### src/hw/rtl/assert_macros.svh
// ----------------------------------------------------------------------------
// Assertion macros
// Shared concurrent assertion forms for the RTL of this project.
// ----------------------------------------------------------------------------
`ifndef ASSERT_MACROS_SVH
`define ASSERT_MACROS_SVH

// Same-cycle implication, checked on the rising clock edge, off during reset.
`define ASSERT_IMPLY(label, clk, rst_n, ante, cons) \
    label: assert property (@(posedge clk) disable iff (!rst_n) (ante) |-> (cons)) \
        else $error("same-cycle implication failed");

// Next-cycle implication, checked on the rising clock edge, off during reset.
`define ASSERT_NEXT(label, clk, rst_n, ante, cons) \
    label: assert property (@(posedge clk) disable iff (!rst_n) (ante) |=> (cons)) \
        else $error("next-cycle implication failed");

`endif

### src/hw/rtl/fbt_pkg.sv
// ----------------------------------------------------------------------------
// fbt_pkg
// Types, codes and defaults of the fraction to balanced ternary converter.
// ----------------------------------------------------------------------------
`timescale 1ns / 1ps
`default_nettype none

package fbt_pkg;

    localparam int VALUE_BITS_DEF     = 31;
    localparam int MAX_FRAC_TRITS_DEF = 24;

    // Balanced digit codes on the result port.
    localparam logic [1:0] TRIT_ZERO = 2'd0;
    localparam logic [1:0] TRIT_POS  = 2'd1;
    localparam logic [1:0] TRIT_NEG  = 2'd2;

    // Offset digits held in the buffer after the add-one pass.
    localparam logic [1:0] OFF_NEG  = 2'd0;
    localparam logic [1:0] OFF_ZERO = 2'd1;
    localparam logic [1:0] OFF_POS  = 2'd2;

    typedef struct packed {
        logic [30:0] numerator;
        logic [30:0] denominator;
    } operand_t;

    typedef struct packed {
        logic [1:0] trit;
        logic       in_fraction;
        logic       truncated;
        logic       last;
    } result_t;

    typedef enum logic [3:0] {
        ST_IDLE,
        ST_DIV,
        ST_INT,
        ST_FRAC,
        ST_CONV_F,
        ST_CONV_I,
        ST_FIN,
        ST_TOP,
        ST_OUT_I,
        ST_OUT_F
    } state_t;

    function automatic logic [1:0] code_from_offset(input logic [1:0] off);
        logic [1:0] code;
        unique case (off)
            OFF_NEG:  code = TRIT_NEG;
            OFF_ZERO: code = TRIT_ZERO;
            OFF_POS:  code = TRIT_POS;
            default:  code = TRIT_ZERO;
        endcase
        return code;
    endfunction

endpackage

`default_nettype wire

### src/hw/rtl/fraction_to_balanced_ternary.sv
// ----------------------------------------------------------------------------
// fraction_to_balanced_ternary
// Converts numerator / denominator into a stream of balanced ternary digits.
// ----------------------------------------------------------------------------
//
// Channel   Direction  Handshake                        Payload
// -------   ---------  -------------------------------  -----------------------
// command   in         start high and busy low          operand (operand_t)
// digit     out        result_valid, one cycle, no hold result (result_t)
//
// An item passes from its transfer through the bit-serial divider and the
// one digit per cycle expansion loops, then the add-one and output passes;
// every pass goes through the single read and write port of the digit
// buffer. Busy stays high until the last digit is read from the buffer, so
// no new item is taken before the previous one is through.
// Reset is asynchronous and active low and returns the controller to idle;
// the digit buffer needs no clearing because every item writes each entry it
// later reads. The receiver cannot stall, so each digit is shown for exactly
// one cycle.
//
`timescale 1ns / 1ps
`default_nettype none
`include "assert_macros.svh"

module fraction_to_balanced_ternary #(
    parameter int VALUE_BITS     = fbt_pkg::VALUE_BITS_DEF,
    parameter int MAX_FRAC_TRITS = fbt_pkg::MAX_FRAC_TRITS_DEF
) (
    input  wire logic             clk,
    input  wire logic             rst_n,
    input  wire logic             start,
    output logic                  busy,
    input  wire fbt_pkg::operand_t operand,
    output logic                  result_valid,
    output fbt_pkg::result_t      result
);

    import fbt_pkg::*;

    // Buffer layout: integer digits from address 0 upward (least significant
    // first, one spare slot for a carry out of the top), fraction digits from
    // FRAC_BASE upward (most significant first).
    localparam int INT_SLOTS = (VALUE_BITS * 7) / 11 + 2;
    localparam int FRAC_BASE = INT_SLOTS + 1;
    localparam int BUF_DEPTH = FRAC_BASE + MAX_FRAC_TRITS;
    localparam int AW        = $clog2(BUF_DEPTH);
    localparam int NFW       = $clog2(MAX_FRAC_TRITS + 1);
    localparam int CW        = $clog2(VALUE_BITS);
    localparam int XW        = (VALUE_BITS > 31) ? VALUE_BITS : 31;

    // Reciprocal of three for an exact quotient of any VALUE_BITS value.
    localparam logic [VALUE_BITS+1:0] POW2    = {1'b1, {(VALUE_BITS + 1){1'b0}}};
    localparam logic [VALUE_BITS+1:0] RECIP_W = POW2 / 3 + 1;

    // Digit buffer and its registered read data.
    logic [1:0]    digit_buffer [BUF_DEPTH];
    logic [1:0]    rd_data_reg;
    logic          mem_we;
    logic [AW-1:0] mem_wa;
    logic [1:0]    mem_wd;
    logic          mem_re;
    logic [AW-1:0] mem_ra;

    state_t state_reg, state_next;

    logic [VALUE_BITS-1:0] qn_reg, qn_next;     // numerator, then quotient
    logic [VALUE_BITS-1:0] rem_reg, rem_next;   // division and fraction remainder
    logic [VALUE_BITS-1:0] den_reg, den_next;
    logic [CW-1:0]         cnt_reg, cnt_next;
    logic [AW-1:0]         ni_reg, ni_next;
    logic [NFW-1:0]        nf_reg, nf_next;
    logic [NFW-1:0]        cf_reg, cf_next;
    logic [AW-1:0]         ptr_reg, ptr_next;
    logic [AW-1:0]         top_reg, top_next;
    logic [NFW-1:0]        nfo_reg, nfo_next;
    logic                  found_reg, found_next;
    logic                  carry_reg, carry_next;
    logic                  trunc_reg, trunc_next;

    // Tag of the buffer read that the add-one pass finishes in the next cycle.
    logic          conv_vld_reg, conv_vld_next;
    logic          conv_frac_reg, conv_frac_next;
    logic [AW-1:0] conv_addr_reg, conv_addr_next;
    logic [AW-1:0] conv_idx_reg, conv_idx_next;

    // Tag of the buffer read that becomes the next digit on the result port.
    logic out_vld_reg, out_vld_next;
    logic out_frac_reg, out_frac_next;
    logic out_last_reg, out_last_next;

    logic                  accept;
    logic [XW-1:0]         num_ext;
    logic [XW-1:0]         den_ext;
    logic [VALUE_BITS-1:0] den_in;
    logic                  div_last;
    logic                  int_done;
    logic                  frac_done;

    logic [VALUE_BITS:0]     div_shift;
    logic [VALUE_BITS:0]     div_diff;
    logic [2*VALUE_BITS-1:0] prod;
    logic [VALUE_BITS-2:0]   q3;
    logic [VALUE_BITS+1:0]   r3;
    logic [VALUE_BITS+1:0]   r3_sub;
    logic [VALUE_BITS+1:0]   den1;
    logic [VALUE_BITS+1:0]   den2;
    logic [1:0]              frac_digit;
    logic [2:0]              conv_sum;
    logic [1:0]              conv_off;
    logic                    conv_carry;

    assign accept = start && !busy;
    assign busy   = (state_reg != ST_IDLE);

    // Inputs are taken at VALUE_BITS; a zero denominator counts as one.
    assign num_ext = XW'(operand.numerator);
    assign den_ext = XW'(operand.denominator);
    assign den_in  = (den_ext[VALUE_BITS-1:0] == '0) ? VALUE_BITS'(1)
                                                     : den_ext[VALUE_BITS-1:0];

    assign div_last  = (cnt_reg == CW'(VALUE_BITS - 1));
    assign int_done  = (qn_reg == '0) || (ni_reg == AW'(INT_SLOTS));
    assign frac_done = (rem_reg == '0) || (nf_reg == NFW'(MAX_FRAC_TRITS));

    // Restoring division step: one quotient bit per cycle.
    assign div_shift = {rem_reg, qn_reg[VALUE_BITS-1]};
    assign div_diff  = div_shift - {1'b0, den_reg};

    // Quotient by three through the reciprocal; the low digit follows from
    // q - 3 * (q / 3), which modulo four is q + q / 3.
    assign prod = (2 * VALUE_BITS)'(qn_reg) * (2 * VALUE_BITS)'(RECIP_W[VALUE_BITS-1:0]);
    assign q3   = prod[2*VALUE_BITS-1:VALUE_BITS+1];

    // Fraction step: three times the remainder against one and two
    // denominators gives the next digit.
    assign r3   = {2'b00, rem_reg} + {1'b0, rem_reg, 1'b0};
    assign den1 = {2'b00, den_reg};
    assign den2 = {1'b0, den_reg, 1'b0};

    always_comb
    begin
        if (r3 >= den2)
        begin
            frac_digit = 2'd2;
            r3_sub     = r3 - den2;
        end
        else if (r3 >= den1)
        begin
            frac_digit = 2'd1;
            r3_sub     = r3 - den1;
        end
        else
        begin
            frac_digit = 2'd0;
            r3_sub     = r3;
        end
    end

    // Add-one pass: digit plus one plus the incoming carry, split into an
    // offset digit and an outgoing carry.
    assign conv_sum = {1'b0, rd_data_reg} + 3'd1 + {2'b00, carry_reg};

    always_comb
    begin
        case (conv_sum)
            3'd1:    begin conv_off = 2'd1; conv_carry = 1'b0; end
            3'd2:    begin conv_off = 2'd2; conv_carry = 1'b0; end
            3'd3:    begin conv_off = 2'd0; conv_carry = 1'b1; end
            3'd4:    begin conv_off = 2'd1; conv_carry = 1'b1; end
            default: begin conv_off = 2'd0; conv_carry = 1'b0; end
        endcase
    end

    // Next state.
    always_comb
    begin
        state_next = state_reg;
        unique case (state_reg)
            ST_IDLE:
            begin
                if (accept)
                    state_next = ST_DIV;
            end
            ST_DIV:
            begin
                if (div_last)
                    state_next = ST_INT;
            end
            ST_INT:
            begin
                if (int_done)
                    state_next = ST_FRAC;
            end
            ST_FRAC:
            begin
                if (frac_done)
                    state_next = (nf_reg != '0) ? ST_CONV_F : ST_CONV_I;
            end
            ST_CONV_F:
            begin
                if (cf_reg == '0)
                    state_next = ST_CONV_I;
            end
            ST_CONV_I:
            begin
                if (ptr_reg == ni_reg - AW'(1))
                    state_next = ST_FIN;
            end
            ST_FIN:
                state_next = ST_TOP;
            ST_TOP:
                state_next = ST_OUT_I;
            ST_OUT_I:
            begin
                if (ptr_reg == '0)
                    state_next = (nfo_reg == '0) ? ST_IDLE : ST_OUT_F;
            end
            ST_OUT_F:
            begin
                if (cf_reg == nfo_reg - NFW'(1))
                    state_next = ST_IDLE;
            end
            default:
                state_next = ST_IDLE;
        endcase
    end

    // Datapath and buffer control.
    always_comb
    begin
        qn_next        = qn_reg;
        rem_next       = rem_reg;
        den_next       = den_reg;
        cnt_next       = cnt_reg;
        ni_next        = ni_reg;
        nf_next        = nf_reg;
        cf_next        = cf_reg;
        ptr_next       = ptr_reg;
        top_next       = top_reg;
        nfo_next       = nfo_reg;
        found_next     = found_reg;
        carry_next     = carry_reg;
        trunc_next     = trunc_reg;
        conv_vld_next  = 1'b0;
        conv_frac_next = conv_frac_reg;
        conv_addr_next = conv_addr_reg;
        conv_idx_next  = conv_idx_reg;
        out_vld_next   = 1'b0;
        out_frac_next  = out_frac_reg;
        out_last_next  = out_last_reg;
        mem_we         = 1'b0;
        mem_wa         = '0;
        mem_wd         = '0;
        mem_re         = 1'b0;
        mem_ra         = '0;

        // Write back the digit read in the previous cycle. Walking from the
        // least significant digit upward, the first fraction digit that is
        // not zero sets the fraction length, and the highest integer digit
        // that is not zero sets where the output starts.
        if (conv_vld_reg)
        begin
            mem_we     = 1'b1;
            mem_wa     = conv_addr_reg;
            mem_wd     = conv_off;
            carry_next = conv_carry;
            if (conv_frac_reg)
            begin
                if (!found_reg && conv_off != OFF_ZERO)
                begin
                    nfo_next   = NFW'(conv_idx_reg) + NFW'(1);
                    found_next = 1'b1;
                end
            end
            else if (conv_off != OFF_ZERO)
            begin
                top_next = conv_idx_reg;
            end
        end

        unique case (state_reg)
            ST_IDLE:
            begin
                if (accept)
                begin
                    qn_next    = num_ext[VALUE_BITS-1:0];
                    rem_next   = '0;
                    den_next   = den_in;
                    cnt_next   = '0;
                    top_next   = '0;
                    nfo_next   = '0;
                    found_next = 1'b0;
                    carry_next = 1'b0;
                end
            end
            ST_DIV:
            begin
                if (div_shift >= {1'b0, den_reg})
                begin
                    rem_next = div_diff[VALUE_BITS-1:0];
                    qn_next  = {qn_reg[VALUE_BITS-2:0], 1'b1};
                end
                else
                begin
                    rem_next = div_shift[VALUE_BITS-1:0];
                    qn_next  = {qn_reg[VALUE_BITS-2:0], 1'b0};
                end
                cnt_next = cnt_reg + CW'(1);
                ni_next  = '0;
            end
            ST_INT:
            begin
                if (!int_done)
                begin
                    mem_we  = 1'b1;
                    mem_wa  = ni_reg;
                    mem_wd  = qn_reg[1:0] + q3[1:0];
                    qn_next = {1'b0, q3};
                    ni_next = ni_reg + AW'(1);
                end
                else
                begin
                    // A zero quotient still sends one integer digit.
                    if (ni_reg == '0)
                    begin
                        mem_we  = 1'b1;
                        mem_wa  = '0;
                        mem_wd  = 2'd0;
                        ni_next = AW'(1);
                    end
                    nf_next = '0;
                end
            end
            ST_FRAC:
            begin
                if (!frac_done)
                begin
                    mem_we   = 1'b1;
                    mem_wa   = AW'(FRAC_BASE) + AW'(nf_reg);
                    mem_wd   = frac_digit;
                    rem_next = r3_sub[VALUE_BITS-1:0];
                    nf_next  = nf_reg + NFW'(1);
                end
                else
                begin
                    trunc_next = (rem_reg != '0);
                    cf_next    = nf_reg - NFW'(1);
                    ptr_next   = '0;
                end
            end
            ST_CONV_F:
            begin
                mem_re         = 1'b1;
                mem_ra         = AW'(FRAC_BASE) + AW'(cf_reg);
                conv_vld_next  = 1'b1;
                conv_frac_next = 1'b1;
                conv_addr_next = AW'(FRAC_BASE) + AW'(cf_reg);
                conv_idx_next  = AW'(cf_reg);
                cf_next        = cf_reg - NFW'(1);
                ptr_next       = '0;
            end
            ST_CONV_I:
            begin
                mem_re         = 1'b1;
                mem_ra         = ptr_reg;
                conv_vld_next  = 1'b1;
                conv_frac_next = 1'b0;
                conv_addr_next = ptr_reg;
                conv_idx_next  = ptr_reg;
                ptr_next       = ptr_reg + AW'(1);
            end
            ST_FIN:
            begin
            end
            ST_TOP:
            begin
                // A carry out of the top digit adds a plus one digit above it.
                if (carry_reg)
                begin
                    mem_we   = 1'b1;
                    mem_wa   = ni_reg;
                    mem_wd   = OFF_POS;
                    ptr_next = ni_reg;
                end
                else
                begin
                    ptr_next = top_reg;
                end
            end
            ST_OUT_I:
            begin
                mem_re        = 1'b1;
                mem_ra        = ptr_reg;
                out_vld_next  = 1'b1;
                out_frac_next = 1'b0;
                out_last_next = (ptr_reg == '0) && (nfo_reg == '0);
                ptr_next      = ptr_reg - AW'(1);
                cf_next       = '0;
            end
            ST_OUT_F:
            begin
                mem_re        = 1'b1;
                mem_ra        = AW'(FRAC_BASE) + AW'(cf_reg);
                out_vld_next  = 1'b1;
                out_frac_next = 1'b1;
                out_last_next = (cf_reg == nfo_reg - NFW'(1));
                cf_next       = cf_reg + NFW'(1);
            end
            default:
            begin
            end
        endcase
    end

    // Digit buffer: one write port, one read port with registered data.
    always_ff @(posedge clk)
    begin
        if (mem_we)
            digit_buffer[mem_wa] <= mem_wd;
        if (mem_re)
            rd_data_reg <= digit_buffer[mem_ra];
    end

    // Control state.
    always_ff @(posedge clk or negedge rst_n)
    begin
        if (!rst_n)
        begin
            state_reg    <= ST_IDLE;
            conv_vld_reg <= 1'b0;
            out_vld_reg  <= 1'b0;
        end
        else
        begin
            state_reg    <= state_next;
            conv_vld_reg <= conv_vld_next;
            out_vld_reg  <= out_vld_next;
        end
    end

    // Working registers; each is loaded before it is used.
    always_ff @(posedge clk)
    begin
        qn_reg        <= qn_next;
        rem_reg       <= rem_next;
        den_reg       <= den_next;
        cnt_reg       <= cnt_next;
        ni_reg        <= ni_next;
        nf_reg        <= nf_next;
        cf_reg        <= cf_next;
        ptr_reg       <= ptr_next;
        top_reg       <= top_next;
        nfo_reg       <= nfo_next;
        found_reg     <= found_next;
        carry_reg     <= carry_next;
        trunc_reg     <= trunc_next;
        conv_frac_reg <= conv_frac_next;
        conv_addr_reg <= conv_addr_next;
        conv_idx_reg  <= conv_idx_next;
        out_frac_reg  <= out_frac_next;
        out_last_reg  <= out_last_next;
    end

    // Result port: the buffer read data is turned from an offset digit into
    // the balanced digit code on its way out.
    assign result_valid       = out_vld_reg;
    assign result.trit        = code_from_offset(rd_data_reg);
    assign result.in_fraction = out_frac_reg;
    assign result.truncated   = trunc_reg;
    assign result.last        = out_last_reg;

    // A digit transfer only ever follows a read issued by an output state.
    `ASSERT_IMPLY(a_digit_from_output_pass, clk, rst_n, out_vld_reg, ($past(state_reg) == ST_OUT_I) || ($past(state_reg) == ST_OUT_F))
    // The add-one write-back stays inside the conversion states.
    `ASSERT_IMPLY(a_writeback_in_conversion, clk, rst_n, conv_vld_reg, (state_reg == ST_CONV_F) || (state_reg == ST_CONV_I) || (state_reg == ST_FIN))
    // After the final digit of an item no further digit follows directly.
    `ASSERT_NEXT(a_gap_after_last, clk, rst_n, out_vld_reg && out_last_reg, !out_vld_reg)
    // A command transfer always starts the divider.
    `ASSERT_NEXT(a_start_enters_divide, clk, rst_n, accept, state_reg == ST_DIV)

endmodule

`default_nettype wire

### config.mk
export PLATFORM = sky130hd
export DESIGN_NAME = fraction_to_balanced_ternary
export DESIGN_NICKNAME = d
export VERILOG_FILES = /design/src/hw/rtl/fbt_pkg.sv /design/src/hw/rtl/fraction_to_balanced_ternary.sv
export VERILOG_INCLUDE_DIRS = /design/src /design/src/hw/rtl
export SDC_FILE = /design/constraint.sdc
export NUM_CORES = 2
export LEC_CHECK = 0
export ABC_CLOCK_PERIOD_IN_PS = 10100
export BUFFER_PORTS_ARGS = -buffer_cell sky130_fd_sc_hd__buf_2
export CORE_MARGIN = 2
export CORE_UTILIZATION = 40
export DETAILED_ROUTE_END_ITERATION = 8
export GPL_ROUTABILITY_DRIVEN = 0
export SKIP_CTS_REPAIR_TIMING = 1
export SYNTH_ARGS = -nofsm -noshare
export SYNTH_HDL_FRONTEND = slang
export SYNTH_SLANG_ARGS = --single-unit
### constraint.sdc
create_clock -name clk -period 10.1 [get_ports clk]
set_clock_uncertainty 0.05 [all_clocks]
set_input_delay 1.01 -clock clk [delete_from_list [all_inputs] [get_ports clk]]
set_output_delay 1.01 -clock clk [all_outputs]
set_load 0.01 [all_outputs]
# Word-level counts from Yosys, hierarchy flattened
# Memory sizes are Yosys's and may differ from the RTL's. A register that Yosys moved wholly into a read port is not among the register bits.
# Cells that the tools add are included.
dict set report word_totals {
  in_bits 65
  out_inout_bits 7
  register_bits 155
  word_cells 208
  ramBits 92
  memories 1
}
dict set report op_classes {
  order_cmp 3
  n_eq_ne 31
  muxes 86
  multipliers 1
  n_addsub 20
  n_reduce_logical 45
}
# memory depth width read_ports rd_clocked_by_memory_dff write_ports line
set mem_list {}
lappend mem_list {digit_buffer 46 2 1 1 1 fraction_to_balanced_ternary.sv:56} ;# logic [1:0] digit_buffer [BUF_DEPTH];
# op count
set ops {}
lappend ops {{$mux W31} 7}
lappend ops {{$pmux W31 S3} 2}
lappend ops {{$logic_not A31 Y1} 3}
lappend ops {{$sub A31 B31 Y31} 3}
lappend ops {{$mux W6} 14}
lappend ops {{$mul A31 B30 Y61 const B} 1}
lappend ops {{$pmux W6 S2} 4}
lappend ops {{$mux W5} 9}
lappend ops {{$pmux W4 S10} 1}
lappend ops {{$mux W4} 9}
lappend ops {{$add A31 B32 Y33} 1}
lappend ops {{$ge A33 B31 Y1} 1}
lappend ops {{$ge A33 B32 Y1} 1}
lappend ops {{$ge A32 B31 Y1} 1}
lappend ops {{$reduce_bool A31 Y1} 1}
lappend ops {{$pmux W6 S5} 1}
lappend ops {{$mux W1} 22}
lappend ops {{$add A5 B1 Y5 const B} 4}
lappend ops {{$ne A2 B2 Y1 const B} 10}
lappend ops {{$pmux W5 S2} 2}
lappend ops {{$pmux W5 S4} 1}
lappend ops {{$pmux W6 S3} 1}
lappend ops {{$eq A4 B3 Y1 const B} 4}
lappend ops {{$sub A5 B1 Y5 const B} 3}
lappend ops {{40 further kinds} 80}

# Logic depth before layout (Yosys ltp)
dict set report depth {
  depth_word 12
  mapped_depth 28
}

# Worst setup path before layout
# Ideal clock, no wire load.
dict set report synth_path {
  path_type {register -> register}
  from {register qn_reg[7]}
  to {memory digit_buffer[0][1], data pin}
  n_path_buf 0
  setup_ns 0.562
  t_arrival_ns 8.411
  period_less_slack_ns 9.024
  stages_incl_launch_ff 27
  required_time_ns 9.488
  slack_ns 1.076
  path_cell_list {edfxtp_1 -> ha_1 -> xor2_1 -> ha_1 -> or2_2 -> fa_1 -> inv_1 -> fa_1 -> inv_1 -> fa_1 -> fa_1 -> fa_1 -> inv_1 -> fa_1 -> inv_1 -> ha_1 -> a211oi_1 -> o22ai_1 -> nor3_1 -> nand3_1 -> a21boi_0 -> o21ai_0 -> xnor2_1 -> ha_1 -> xor2_1 -> xnor2_1 -> o21ai_0}
}
dict set report synth_via {
  elab_chain_len 4
}
# item line
set synth_lines {}
lappend synth_lines {{from (decl)} fraction_to_balanced_ternary.sv:66} ;# logic [VALUE_BITS-1:0] qn_reg, qn_next;
lappend synth_lines {{from (signal assigned)} fraction_to_balanced_ternary.sv:444} ;# qn_reg <= qn_next;
lappend synth_lines {{$mul A31 B30 Y61 or $logic_not A31 Y1 (tied branches)} {fraction_to_balanced_ternary.sv:131, fraction_to_balanced_ternary.sv:122}}
lappend synth_lines {{$add A2 B2 Y2 or $logic_or A1 B1 Y1 (tied branches)} {fraction_to_balanced_ternary.sv:317, fraction_to_balanced_ternary.sv:122}}
lappend synth_lines {{$mux W2 *} fraction_to_balanced_ternary.sv:313} ;# if (!int_done)
lappend synth_lines {{$pmux W2 S3 *} fraction_to_balanced_ternary.sv:281} ;# unique case (state_reg)
lappend synth_lines {{net mem_wd[1]} fraction_to_balanced_ternary.sv:60} ;# logic [1:0] mem_wd;
lappend synth_lines {{to (decl)} fraction_to_balanced_ternary.sv:56}
# The timed path passes the listed nets; every way through them passes the cells marked *.

# Worst setup path in the final report
dict set report layout_path {
  from {register qn_reg[7]}
  to {memory digit_buffer[35][1], data pin}
}
# Same word-level chain as after synthesis.

==> metrics.csv <==
metric,value,unit
status,completed,
grt_max_degree,47,
initial_utilization,0.402,
worstPathRequired,10.40,ns
use_met1,0.335,
syn-cell-area,0.0353,sq mm
cts_tree,yes,
use_met3,0.0323,
max_stage_delay,0.71,ns
clockRootBuffer,clkbuf_16,
crit_top_cell,fa_1,
syn_avg_cell_area,9.41,sq um
grt_overflow,0,
clkSinkCount,248,
ant_nets,0,
rsz0062_at_grt,false,
drc,0,
dp_slack,1.40,ns
tightestPinTransition,1.30,ns
start_kind,flop,
die_y,301,um
io-pin-count,72,
hold_path.class,input port to async pin,
ys.flop_type,edfxtp_1,
first_pass_iters,6,
clkTransAtPathRegs,0.07,ns
critical_path_class,flop to flop,
slowest_stage,edfxtp_1,
wl,109000,um
synth_seq_area_share,0.206,
min_period,9.01,ns
wl_per_cell,22.0,um
cts_made_buffers,28,
hpwl,90300,um
setup.worst_path.end_class,flop,
drive_gt1_frac,0.0536,
async_reset_ff_frac,0.0242,
grt_pass1_wl,168000,um
fin_ws,1.09,ns
synth_top_area_cell,edfxtp_1,
drv_slew,0,
grt_use_total,0.242,
synth_warnings,0,
clk_latency,0.61,ns
core_area,0.0880,sq mm
cp.buffers_inverters,5,
ys_ff_latch,248,
largest_reg_flops,92,
relSlewSlack,0.124,
grt_use_met2,0.395,
fin_nets,4702,
yosys-top-cells-area,"edfxtp_1, fa_1, ha_1",
synth_common_cells,"inv_1, ha_1, fa_1, edfxtp_1, nand2_1",
tns,0,ns
num_vias,27600,
synthCells,3755,
synth_nets,4695,
yosysMostFrequentCell,inv_1,
first_iter_violations,2383,
die_x,301,um
busiest_layer,met2,
crit_path_max_fanout,46,
hold_viol_final,0,
critical_path.top_delay_family,adder cells,
largest_register,digit_buffer,
clockBufferDepth,3,
fmaxAchievable,111,MHz
h-tree-depth,1,
arrival,9.31,ns
die-area,0.0907,sq mm
synth_cell_types,95,
drv_cap,0,
setup_viol_count_final,0,
period_share,0.892,
vias_per_cell,5.58,
port_buffers,71,
syn2layout_area_growth,7.34,%
first_global_vias,27800,
yosysTopAreaCellShare,0.195,
n_fill_cell,8575,
synth_edf_count,229,
fp-row-count,109,
antenna_found_initial,1,
layout make-up:
type	instances	area (sq um)	area share
antenna	1	2.50	0.0000660
sequential	248	7290	0.192
tap	1165	1460	0.0384
timing repair buffer	96	543	0.0143
clock inverter	16	277	0.00729
clock buffer	36	761	0.0201
multi-input combinational	2723	25100	0.662
inverter	665	2500	0.0658
worst paths after layout:
check | end | slack [ns] | depth (start not counted) | from
max in group asynchronous | result_valid | 9.61 | 1 | rst_n
max | digit_buffer[35][1] | 1.09 | 27 | qn_reg[7]
min reg2reg | found_reg | 0.40 | 2 | found_reg
max reg2reg | digit_buffer[35][1] | 1.09 | 27 | qn_reg[7]
min | conv_vld_reg | 0.20 | 1 | rst_n
min in group clk | found_reg | 0.40 | 2 | found_reg
through the flow:
| step | util | hold WS (ns) | area (sq um) | std cells |
|---|---|---|---|---|
| 4_1_cts | 0.431 | 0.154 | 37900 | 4949 |
| 3_5_place_dp | 0.419 | 0.392 | 36900 | 4897 |
| 5_1_grt | 0.431 | 0.170 | 37900 | 4949 |
| 6_report | 0.431 | 0.200 | 37900 | 4950 |
| 2_1_floorplan | - | 0.376 | 35300 | 3755 |
| 3_3_place_gp | 0.419 | 0.384 | 36900 | 4897 |
logic make-up after synthesis:
| family | synth area share |
|---|---|
| DFF | 0.206 |
| xor gates and xnor gates | 0.0498 |
| adders and majority gates | 0.382 |
| AOI/OAI and AO/OA | 0.150 |
| muxes | 0.0234 |
| and+or+nand+nor | 0.105 |
| buffers and inverters | 0.0845 |
cells in the final DEF (no fill, tap or decap), drive strengths merged, types with 60 or more instances in the layout:
cell type,Yosys,final
inv,665,665
ha,537,537
fa,338,338
nand2,231,231
edfxtp,229,229
nor2,227,227
a21oi,209,209
o21ai,156,156
xnor2,109,109
buf,31,96
xor2,90,90
a21o,87,87
nand3,60,60
routing by layer:
metal	part of all wire	up-vias
li1	-	13000
met1	0.44	13600
met2	0.46	950
met3	0.070	166
met4	0.028	2
met5	0.000083	-
Power is not shown: default switching activity piles up to over one toggle a cycle in this logic, so the estimate is an artifact.
